===== src/rtl/swmf_pkg.sv =====
`timescale 1ns / 1ps

package swmf_pkg;

  // Sample and median width
  localparam int SAMPLE_W = 32;

  // Window length register
  localparam int WLEN_W = 5;
  localparam logic [WLEN_W-1:0] WLEN_RESET = 5'd5;

  // Default depth of the sample window
  localparam int DEFAULT_MAX_WINDOW = 16;

  // Input action codes
  localparam logic ACT_PUSH  = 1'b0;
  localparam logic ACT_CLEAR = 1'b1;

endpackage


===== src/rtl/swmf_in_if.sv =====
`timescale 1ns / 1ps

interface swmf_in_if;
  logic                                  valid;
  logic                                  ready;
  logic                                  action;
  logic signed [swmf_pkg::SAMPLE_W-1:0]  sample;

  modport source (output valid, output action, output sample, input ready);
  modport sink   (input valid, input action, input sample, output ready);
endinterface


===== src/rtl/swmf_out_if.sv =====
`timescale 1ns / 1ps

interface swmf_out_if;
  logic                                  valid;
  logic                                  ready;
  logic signed [swmf_pkg::SAMPLE_W-1:0]  median;

  modport source (output valid, output median, input ready);
  modport sink   (input valid, input median, output ready);
endinterface


===== src/rtl/sliding_window_median_filter_core.sv =====
`timescale 1ns / 1ps

// Running median filter. Each push transfer stores a signed 32-bit sample in a
// window of the last window_length samples (1..MAX_WINDOW; 0 acts as 1, larger
// values act as MAX_WINDOW) and returns the sample at rank floor(c/2), c being
// the number of samples held before the push; the first sample after a clear
// comes back unchanged. A clear transfer empties the window and returns
// nothing; a write to window_length, taken only while idle, empties it too.
// The window is kept as a rank-ordered list of {slot, value} words in one
// single-port-read RAM, and one compare unit walks that list one word per
// cycle: a full window first scans for the oldest slot, then the new sample
// is moved up or down one neighbor per cycle and written in place. The block
// takes no input while a push is in work, but the next push may start while
// the last median waits in the output register.
module sliding_window_median_filter_core #(
  parameter int MAX_WINDOW = swmf_pkg::DEFAULT_MAX_WINDOW
) (
  input  logic                        clk,
  input  logic                        rst_n,
  swmf_in_if.sink                     in_chan,
  swmf_out_if.source                  out_chan,
  input  logic                        cfg_we,
  input  logic [swmf_pkg::WLEN_W-1:0] cfg_wdata
);

  localparam int SW     = swmf_pkg::SAMPLE_W;
  localparam int IDX_W  = (MAX_WINDOW > 1) ? $clog2(MAX_WINDOW) : 1;
  localparam int CNT_W  = $clog2(MAX_WINDOW + 1);
  localparam int WL_W   = swmf_pkg::WLEN_W;
  localparam int EXT_W  = (CNT_W > WL_W) ? CNT_W : WL_W;
  localparam int WORD_W = IDX_W + SW;

  localparam logic [2:0] ST_IDLE   = 3'd0;
  localparam logic [2:0] ST_START  = 3'd1;
  localparam logic [2:0] ST_SEARCH = 3'd2;
  localparam logic [2:0] ST_MOVE   = 3'd3;
  localparam logic [2:0] ST_PLACE  = 3'd4;
  localparam logic [2:0] ST_MED    = 3'd5;
  localparam logic [2:0] ST_DONE   = 3'd6;

  logic [2:0]            st_r, st_nxt;
  logic [WL_W-1:0]       wlen_r, wlen_nxt;
  logic [IDX_W-1:0]      write_slot_r, write_slot_nxt;
  logic [CNT_W-1:0]      fill_count_r, fill_count_nxt;
  logic signed [SW-1:0]  v_r, v_nxt;
  logic [IDX_W-1:0]      pos_r, pos_nxt;
  logic [CNT_W-1:0]      cnt_r, cnt_nxt;
  logic [IDX_W-1:0]      o_r, o_nxt;
  logic [IDX_W-1:0]      k_r, k_nxt;
  logic                  dir_up_r, dir_up_nxt;
  logic                  out_valid_r, out_valid_nxt;
  logic signed [SW-1:0]  out_median_r, out_median_nxt;

  logic                  ram_we;
  logic [IDX_W-1:0]      ram_waddr;
  logic [WORD_W-1:0]     ram_wdata;
  logic                  ram_re;
  logic [IDX_W-1:0]      ram_raddr;
  logic [WORD_W-1:0]     ram_rdata;

  logic [CNT_W-1:0]      len_c;
  logic [EXT_W-1:0]      wlen_ext;
  logic [IDX_W-1:0]      rd_slot;
  logic signed [SW-1:0]  rd_val;
  logic                  in_xfer;

  // Effective window length
  assign wlen_ext = EXT_W'(wlen_r);
  always_comb begin
    if (wlen_r == '0) begin
      len_c = CNT_W'(1);
    end else if (wlen_ext > EXT_W'(MAX_WINDOW)) begin
      len_c = CNT_W'(MAX_WINDOW);
    end else begin
      len_c = CNT_W'(wlen_ext);
    end
  end

  assign rd_slot = ram_rdata[SW +: IDX_W];
  assign rd_val  = signed'(ram_rdata[SW-1:0]);
  assign in_xfer = in_chan.valid && in_chan.ready;

  assign in_chan.ready   = (st_r == ST_IDLE);
  assign out_chan.valid  = out_valid_r;
  assign out_chan.median = out_median_r;

  // Rank list: {slot, value} words in ascending value order
  swmf_ram #(
    .DATA_W (WORD_W),
    .DEPTH  (MAX_WINDOW)
  ) u_rank_ram (
    .clk   (clk),
    .we    (ram_we),
    .waddr (ram_waddr),
    .wdata (ram_wdata),
    .re    (ram_re),
    .raddr (ram_raddr),
    .rdata (ram_rdata)
  );

  // Sequencer
  always_comb begin
    logic [CNT_W-1:0] cnt_c;
    logic [IDX_W-1:0] pos_c;
    logic [CNT_W-1:0] pos_inc;
    logic [IDX_W-1:0] nb;
    logic             move_on;
    logic             has_next;
    logic             go_up;
    logic             go_down;

    st_nxt         = st_r;
    wlen_nxt       = wlen_r;
    write_slot_nxt = write_slot_r;
    fill_count_nxt = fill_count_r;
    v_nxt          = v_r;
    pos_nxt        = pos_r;
    cnt_nxt        = cnt_r;
    o_nxt          = o_r;
    k_nxt          = k_r;
    dir_up_nxt     = dir_up_r;
    out_valid_nxt  = out_valid_r;
    out_median_nxt = out_median_r;

    ram_we    = 1'b0;
    ram_waddr = o_r;
    ram_wdata = {pos_r, v_r};
    ram_re    = 1'b0;
    ram_raddr = '0;

    cnt_c    = (fill_count_r > len_c) ? len_c : fill_count_r;
    pos_c    = (CNT_W'(write_slot_r) >= len_c) ? '0 : write_slot_r;
    pos_inc  = '0;
    nb       = dir_up_r ? (o_r + IDX_W'(1)) : (o_r - IDX_W'(1));
    move_on  = dir_up_r ? (rd_val < v_r) : (rd_val > v_r);
    has_next = dir_up_r ? ((CNT_W'(nb) + CNT_W'(1)) < cnt_r) : (nb != '0);
    go_up    = rd_val < v_r;
    go_down  = rd_val > v_r;

    // Drop the result once the sink takes it
    if (out_valid_r && out_chan.ready) begin
      out_valid_nxt = 1'b0;
    end

    unique case (st_r)
      ST_IDLE: begin
        if (in_xfer) begin
          if (in_chan.action == swmf_pkg::ACT_CLEAR) begin
            write_slot_nxt = '0;
            fill_count_nxt = '0;
          end else begin
            v_nxt  = in_chan.sample;
            st_nxt = ST_START;
          end
        end
        if (cfg_we) begin
          wlen_nxt       = cfg_wdata;
          write_slot_nxt = '0;
          fill_count_nxt = '0;
        end
      end

      ST_START: begin
        cnt_nxt = cnt_c;
        if (cnt_c == '0) begin
          // Empty window: slot 0 holds the sample alone
          pos_c     = '0;
          ram_we    = 1'b1;
          ram_waddr = '0;
          ram_wdata = {IDX_W'(0), v_r};
          st_nxt    = ST_MED;
        end else if (cnt_c < len_c) begin
          // Filling: join at the top, then move down
          o_nxt      = pos_c;
          dir_up_nxt = 1'b0;
          if (pos_c != '0) begin
            ram_re    = 1'b1;
            ram_raddr = pos_c - IDX_W'(1);
            st_nxt    = ST_MOVE;
          end else begin
            st_nxt = ST_PLACE;
          end
        end else begin
          // Full: scan for the oldest slot
          ram_re    = 1'b1;
          ram_raddr = '0;
          k_nxt     = '0;
          st_nxt    = ST_SEARCH;
        end
        pos_nxt        = pos_c;
        pos_inc        = CNT_W'(pos_c) + CNT_W'(1);
        write_slot_nxt = (pos_inc >= len_c) ? '0 : IDX_W'(pos_inc);
        if (cnt_c < len_c) begin
          fill_count_nxt = cnt_c + CNT_W'(1);
        end
      end

      ST_SEARCH: begin
        if (rd_slot == pos_r) begin
          o_nxt = k_r;
          if (go_up && ((CNT_W'(k_r) + CNT_W'(1)) < cnt_r)) begin
            ram_re     = 1'b1;
            ram_raddr  = k_r + IDX_W'(1);
            dir_up_nxt = 1'b1;
            st_nxt     = ST_MOVE;
          end else if (go_down && (k_r != '0)) begin
            ram_re     = 1'b1;
            ram_raddr  = k_r - IDX_W'(1);
            dir_up_nxt = 1'b0;
            st_nxt     = ST_MOVE;
          end else begin
            st_nxt = ST_PLACE;
          end
        end else if ((CNT_W'(k_r) + CNT_W'(1)) < cnt_r) begin
          ram_re    = 1'b1;
          ram_raddr = k_r + IDX_W'(1);
          k_nxt     = k_r + IDX_W'(1);
        end else begin
          o_nxt  = '0;
          st_nxt = ST_PLACE;
        end
      end

      ST_MOVE: begin
        ram_we    = 1'b1;
        ram_waddr = o_r;
        if (move_on) begin
          // Shift the neighbor into the hole and advance
          ram_wdata = ram_rdata;
          o_nxt     = nb;
          if (has_next) begin
            ram_re    = 1'b1;
            ram_raddr = dir_up_r ? (nb + IDX_W'(1)) : (nb - IDX_W'(1));
          end else begin
            st_nxt = ST_PLACE;
          end
        end else begin
          ram_wdata = {pos_r, v_r};
          st_nxt    = ST_MED;
        end
      end

      ST_PLACE: begin
        ram_we    = 1'b1;
        ram_waddr = o_r;
        ram_wdata = {pos_r, v_r};
        st_nxt    = ST_MED;
      end

      ST_MED: begin
        ram_re    = 1'b1;
        ram_raddr = IDX_W'(cnt_r >> 1);
        st_nxt    = ST_DONE;
      end

      ST_DONE: begin
        // Hold the read word until the output register is free
        if (!out_valid_r || out_chan.ready) begin
          out_median_nxt = rd_val;
          out_valid_nxt  = 1'b1;
          st_nxt         = ST_IDLE;
        end
      end

      default: begin
        st_nxt = ST_IDLE;
      end
    endcase
  end

  // Control state
  always_ff @(posedge clk) begin
    if (!rst_n) begin
      st_r         <= ST_IDLE;
      wlen_r       <= swmf_pkg::WLEN_RESET;
      write_slot_r <= '0;
      fill_count_r <= '0;
      out_valid_r  <= 1'b0;
    end else begin
      st_r         <= st_nxt;
      wlen_r       <= wlen_nxt;
      write_slot_r <= write_slot_nxt;
      fill_count_r <= fill_count_nxt;
      out_valid_r  <= out_valid_nxt;
    end
  end

  // Work and payload registers
  always_ff @(posedge clk) begin
    v_r          <= v_nxt;
    pos_r        <= pos_nxt;
    cnt_r        <= cnt_nxt;
    o_r          <= o_nxt;
    k_r          <= k_nxt;
    dir_up_r     <= dir_up_nxt;
    out_median_r <= out_median_nxt;
  end

`ifndef SYNTHESIS
  a_fill_le_len: assert property (@(posedge clk) disable iff (!rst_n)
    fill_count_r <= len_c)
    else $error("fill count exceeds window length");

  a_slot_tracks_fill: assert property (@(posedge clk) disable iff (!rst_n)
    (st_r == ST_IDLE && fill_count_r < len_c) |-> CNT_W'(write_slot_r) == fill_count_r)
    else $error("write slot out of step with fill count while filling");

  a_push_starts: assert property (@(posedge clk) disable iff (!rst_n)
    (in_xfer && in_chan.action == swmf_pkg::ACT_PUSH) |=> st_r == ST_START)
    else $error("push transfer did not start the sequencer");

  a_move_in_range: assert property (@(posedge clk) disable iff (!rst_n)
    (st_r == ST_MOVE) |-> CNT_W'(o_r) <= cnt_r)
    else $error("rank position out of range during move");

  a_result_from_done: assert property (@(posedge clk) disable iff (!rst_n)
    $rose(out_valid_r) |-> $past(st_r) == ST_DONE)
    else $error("result raised outside the done state");
`endif

endmodule


===== src/rtl/swmf_ram.sv =====
`timescale 1ns / 1ps

module swmf_ram #(
  parameter int  DATA_W = 8,
  parameter int  DEPTH  = 16,
  localparam int ADDR_W = (DEPTH > 1) ? $clog2(DEPTH) : 1
) (
  input  logic              clk,
  input  logic              we,
  input  logic [ADDR_W-1:0] waddr,
  input  logic [DATA_W-1:0] wdata,
  input  logic              re,
  input  logic [ADDR_W-1:0] raddr,
  output logic [DATA_W-1:0] rdata
);

  logic [DATA_W-1:0] mem [DEPTH];

  // Write one word, read one word; read data holds while re is low
  always_ff @(posedge clk) begin
    if (we) begin
      mem[waddr] <= wdata;
    end
    if (re) begin
      rdata <= mem[raddr];
    end
  end

endmodule


===== src/flat_wrapper.sv =====
// flat-port wrapper written by rule: the top's interface ports become plain ports
module sliding_window_median_filter_core_flat 
#(
  parameter int MAX_WINDOW = swmf_pkg::DEFAULT_MAX_WINDOW
)
  (clk, rst_n, cfg_we, cfg_wdata, in_chan_valid, in_chan_action, in_chan_sample, in_chan_ready, out_chan_valid, out_chan_median, out_chan_ready);
  swmf_in_if in_chan_i ();
  swmf_out_if out_chan_i ();
  input  logic clk;
  input  logic rst_n;
  input  logic cfg_we;
  input  logic [swmf_pkg::WLEN_W-1:0] cfg_wdata;
  input wire logic [$bits(in_chan_i.valid)-1:0] in_chan_valid;
  input wire logic [$bits(in_chan_i.action)-1:0] in_chan_action;
  input wire logic [$bits(in_chan_i.sample)-1:0] in_chan_sample;
  output wire logic [$bits(in_chan_i.ready)-1:0] in_chan_ready;
  output wire logic [$bits(out_chan_i.valid)-1:0] out_chan_valid;
  output wire logic [$bits(out_chan_i.median)-1:0] out_chan_median;
  input wire logic [$bits(out_chan_i.ready)-1:0] out_chan_ready;
  assign in_chan_i.valid = in_chan_valid;
  assign in_chan_i.action = in_chan_action;
  assign in_chan_i.sample = in_chan_sample;
  assign in_chan_ready = in_chan_i.ready;
  assign out_chan_valid = out_chan_i.valid;
  assign out_chan_median = out_chan_i.median;
  assign out_chan_i.ready = out_chan_ready;
  sliding_window_median_filter_core #(.MAX_WINDOW(MAX_WINDOW)) u_core (.clk(clk), .rst_n(rst_n), .in_chan(in_chan_i), .out_chan(out_chan_i), .cfg_we(cfg_we), .cfg_wdata(cfg_wdata));
endmodule

===== config.mk =====
export PLATFORM = sky130hd
export DESIGN_NAME = sliding_window_median_filter_core_flat
export DESIGN_NICKNAME = d
export VERILOG_FILES = /design/src/rtl/swmf_pkg.sv /design/src/rtl/swmf_in_if.sv /design/src/rtl/swmf_out_if.sv /design/src/rtl/sliding_window_median_filter_core.sv /design/src/rtl/swmf_ram.sv /design/src/flat_wrapper.sv
export SDC_FILE = /design/constraint.sdc
export NUM_CORES = 1
export LEC_CHECK = 0
export ABC_AREA = 0
export BUFFER_PORTS_ARGS = -buffer_cell sky130_fd_sc_hd__buf_4
export CAP_MARGIN = 30
export CORE_ASPECT_RATIO = 0.5
export CORE_UTILIZATION = 30
export DETAILED_ROUTE_END_ITERATION = 10
export PLACE_DENSITY = 0.41
export SLEW_MARGIN = 20
export SYNTH_ARGS = -nofsm -noshare
export SYNTH_HDL_FRONTEND = slang
export SYNTH_SLANG_ARGS = --single-unit

===== constraint.sdc =====
create_clock -name clk -period 5.3 [get_ports clk]
set_input_delay 0.53 -clock clk [delete_from_list [all_inputs] [get_ports clk]]
set_output_delay 0.53 -clock clk [all_outputs]
set_load 0.01 [all_outputs]

==> impl_metrics.yaml <==
floorplan:
  std_cell_rows: 82
  die_h_um: 228
  initial_core_util: 0.304
  die_area_um2: 103000
  core_um2: 101000
  fp.dieW_um: 453
  num_io_pins: 77
synthesis:
  synth_cells: 1858
  synth-seq-cells: 712
  yosysSeqAreaShare: 0.694
  synthAdderAreaFrac: 0.0289
  synthMuxAreaShare: 0.182
  synth-compound-area-share: 0.0299
  synth_top_family_by_area: "multiplexers"
  netlist_area_um2: 30600
  syn_avg_cell_area_um2: 16.4
  synth-xor-area-share: 0.00659
  yosys_warnings: 0
  syn_nets: 1971
  ys_async_sr_fraction: 0
  synth-main-ff-cell: "edfxtp_1"
  synthSimpleGateAreaFrac: 0.0323
  yosysUniqueCellTypes: 58
  synth_edf_count: 694
min_path:
  whs_endpoint: "u_core.v_r[0]$_DFFE_PP_"
  hold_start: "in_chan_sample[0]"
  hold_path_class: "in -> reg"
  whs_path_depth: 1
timing:
  hold-worst-slack_ns: 0.0551
  rsz0062_at_grt: "no"
  max_freq_ghz: 0.202
  finalHoldViolations: 0
  finalCritPeriodShare: 0.936
  drv_slew: 0
  relSlewSlack: 0.333
  finalSetupViolCount: 0
  worstMarginPinSlew_ns: 1.00
  post-route-min-period_ns: 4.96
  setup_tns_ns: 0
  skew_ns: 0.0332
critical_path:
  r2r_setup_slack_ns: 0.34
  r2r-start: "u_core.wlen_ext[4]$_SDFFE_PN0P_"
  crit_type: "reg -> reg"
  timing.critical_path.mode_cell: "mux2i_1"
  cp.arrival_ns: 5.33
  slowest_delay_ns: 0.39
  cp_slowest_cell: "mux2_2"
  r2r_cells: 23
  reg2reg_to: "u_core.u_rank_ram.rdata[23]$_DFFE_PP_"
  crit_fanout: 22
  worst_setup_path_start_kind: "register"
  required_ns: 5.67
  crit_path_end_kind: "register"
  crit_chain: "inv_2 -> nand2_1 -> ha_1 -> a21oi_1 -> o21ai_0 -> o21ai_2 -> mux2_2 -> inv_1 -> ha_1 -> a21o_1 -> a21o_1 -> a221oi_2 -> nand2_1 -> nor2_2 -> nand2_1 -> o221ai_4 -> buf_12 -> clkbuf_16 -> buf_12 -> mux2i_1 -> mux2i_1 -> mux2i_1 -> mux2i_1"
drt:
  wl_per_cell_um: 23.3
  ant_nets: 0
  routed_wl_um: 81400
  drc: 0
  firstDrtPassIters: 7
  drt_first_iter_violations: 923
  vias: 16275
  via_per_inst: 4.67
clock_tree:
  cts_buffers: 72
  cts_root_buffer: "clkbuf_16"
  path_clk_slew_ns: 0.07
  cts_hold_buf: 0
  clock_sinks: 712
  htree_levels: 3
  cts.path.max_buffers: 3
  worstSkewPairLatency_ns: 0.65
  cts_tree: "done"
grt:
  use_met3: 0.0274
  grt_max_degree: 45
  grt_overflow: 0
  grtUsageMet2: 0.248
  grt_use_total: 0.156
  grt_pass1_wl_um: 116000
  gr-max-usage-layer: "met2"
  grt_pass1_vias: 16638
  antenna_found_initial: 2
  met1_usage: 0.224
power_and_ir_drop:
  vdd_drop_max_mv: 0.232
  power.leakage_nw: 12.9
  p_per_area_nw_per_um2: 404
final_layout:
  syn_to_final_growth_pct: 19.3
  drive_above_1_share: 0.170
  postLayoutCoreUtil: 0.362
  finalNetCount: 2201
placed_design:
  portBuffers: 76
  dp_hpwl_um: 47000
  routabilityCongestion: 0.732
run:
  maxCapViolCount: 0
status:
  status: "completed"
-- state kept, by name, indices dropped and copies added (netlist names) --
| register | count |
|---|---|
| u_core.u_rank_ram.mem | 576 |
| u_core.u_rank_ram.rdata | 36 |
| u_core.out_chan.median | 32 |
| u_core.v_r | 32 |
| u_core.cnt_r | 5 |
| u_core.fill_count_r | 5 |
| u_core.wlen_ext | 5 |
| u_core.k_r | 4 |
| u_core.o_r | 4 |
| u_core.pos_r | 4 |
| u_core.write_slot_r | 4 |
| u_core.st_r | 3 |
| u_core.dir_up_r | 1 |
| u_core.out_chan.valid | 1 |
-- synthesized netlist by cell type, types with 7 or more instances --
library cell	instances	share of area
nand2b_1	14	0.0029
buf_6	19	0.0070
nor3_1	9	0.0015
nand2_1	84	0.010
dfxtp_1	18	0.012
buf_4	9	0.0022
buf_8	7	0.0034
nand3_1	11	0.0018
nand4_1	11	0.0023
a21o_1	15	0.0037
clkbuf_1	18	0.0022
a22oi_1	8	0.0020
xnor2_1	13	0.0037
inv_1	59	0.0072
o21ai_0	51	0.0084
mux2i_1	550	0.18
edfxtp_1	694	0.68
buf_2	28	0.0046
xor2_1	10	0.0029
ha_1	69	0.028
a21oi_1	30	0.0049
nor2_1	54	0.0066
-- cell families (layout without fill, tap and decap cells) --
group / Yosys count / count (layout)
adder cells (fa/ha/maj): 70 / 70
AO/OA/AOI/OAI: 144 / 144
multiplexers: 554 / 554
flip-flops: 712 / 712
other: 0 / 2
AND/OR/NAND/NOR: 214 / 214
XOR/XNOR: 23 / 23
buffers and inverters: 141 / 425
-- per-stage QoR --
step | total power, W | area [um^2] | instances | worst slack (ns)
finish | 0.0147 | 36400 | 3488 | 0.340
global route | 0.0154 | 36400 | 3487 | 0.000933
CTS | 0.0148 | 36200 | 3473 | 0.00365
detailed placement | 0.00986 | 34000 | 3345 | 0.0122
global placement | 0.00985 | 34000 | 3344 | 0.149
floorplan | 0.00882 | 30600 | 1858 | 0.558
-- worst max-delay path: cells and delay by family, from the launching register on --
family	cells	cell delay, ns
mux	5	1.04
flops	1	0.34
buf+inv	5	0.84
compound gates	7	1.39
simple gates	4	0.45
fa+ha+maj	2	0.57
-- cells in the final DEF, fill, tap and decap left out, types with 8 or more instances in the layout --
cell	count
xnor2_1	13
a21oi_1	30
nor2_4	16
nand2_1	84
xor2_1	10
buf_4	188
dfxtp_1	18
clkinv_1	23
buf_12	39
edfxtp_1	694
ha_1	69
nor2_1	37
inv_1	59
a21o_1	15
o21ai_0	51
nand2b_1	14
nand3_1	10
clkbuf_16	76
nand4_1	11
clkbuf_1	15
mux2i_1	550
a22oi_1	8
nor3_1	8
-- how the worst max path moves through the flow --
stage / start / endpoint / slack (ns)
global route: u_core.wlen_ext[4]$_SDFFE_PN0P_ / u_core.u_rank_ram.rdata[23]$_DFFE_PP_ / 0.0009
floorplan: u_core.wlen_ext[4]$_SDFFE_PN0P_ / u_core.u_rank_ram.rdata[0]$_DFFE_PP_ / 0.56
global placement: u_core.wlen_ext[4]$_SDFFE_PN0P_ / u_core.u_rank_ram.rdata[23]$_DFFE_PP_ / 0.15
detailed placement: u_core.wlen_ext[4]$_SDFFE_PN0P_ / u_core.u_rank_ram.rdata[23]$_DFFE_PP_ / 0.01
finish: u_core.wlen_ext[4]$_SDFFE_PN0P_ / u_core.u_rank_ram.rdata[23]$_DFFE_PP_ / 0.34
CTS: u_core.wlen_ext[4]$_SDFFE_PN0P_ / u_core.u_rank_ram.rdata[23]$_DFFE_PP_ / 0.004
-- per-layer routing --
layer | up-vias | part of all wire | routed length (um)
li1 | 7622 | - | -
met1 | 8334 | 0.50 | 40600
met2 | 241 | 0.45 | 36700
met3 | 78 | 0.037 | 2980
met4 | 0 | 0.015 | 1190
met5 | - | 0 | 0
-- layout make-up --
type / count / area, um^2
Sequential cell: 712 / 21200
Tap cell: 1344 / 1680
Inverter: 60 / 225
Clock inverter: 40 / 285
Multi-Input combinational cell: 1005 / 8780
Fill cell: 9533 / 64100
Timing Repair Buffer: 237 / 2390
Clock buffer: 88 / 1880
Antenna cell: 2 / 5.00
-- power by group --
| group | total, W | internal (W) | switching [W] |
|---|---|---|---|
| sequential | 0.00660 | 0.00650 | 0.0000982 |
| combinational | 0.00324 | 0.00146 | 0.00178 |
| clock | 0.00488 | 0.00268 | 0.00220 |
| total | 0.0147 | 0.0106 | 0.00407 |
-- repair_timing --
action / CTS / global route
gates resized for setup: 0 / 11
setup endpoints to repair: 0 / 36
setup buffers: 0 / 10
hold endpoints to repair: 0 / 0
Note: power is estimated with default switching activity, not from simulation.
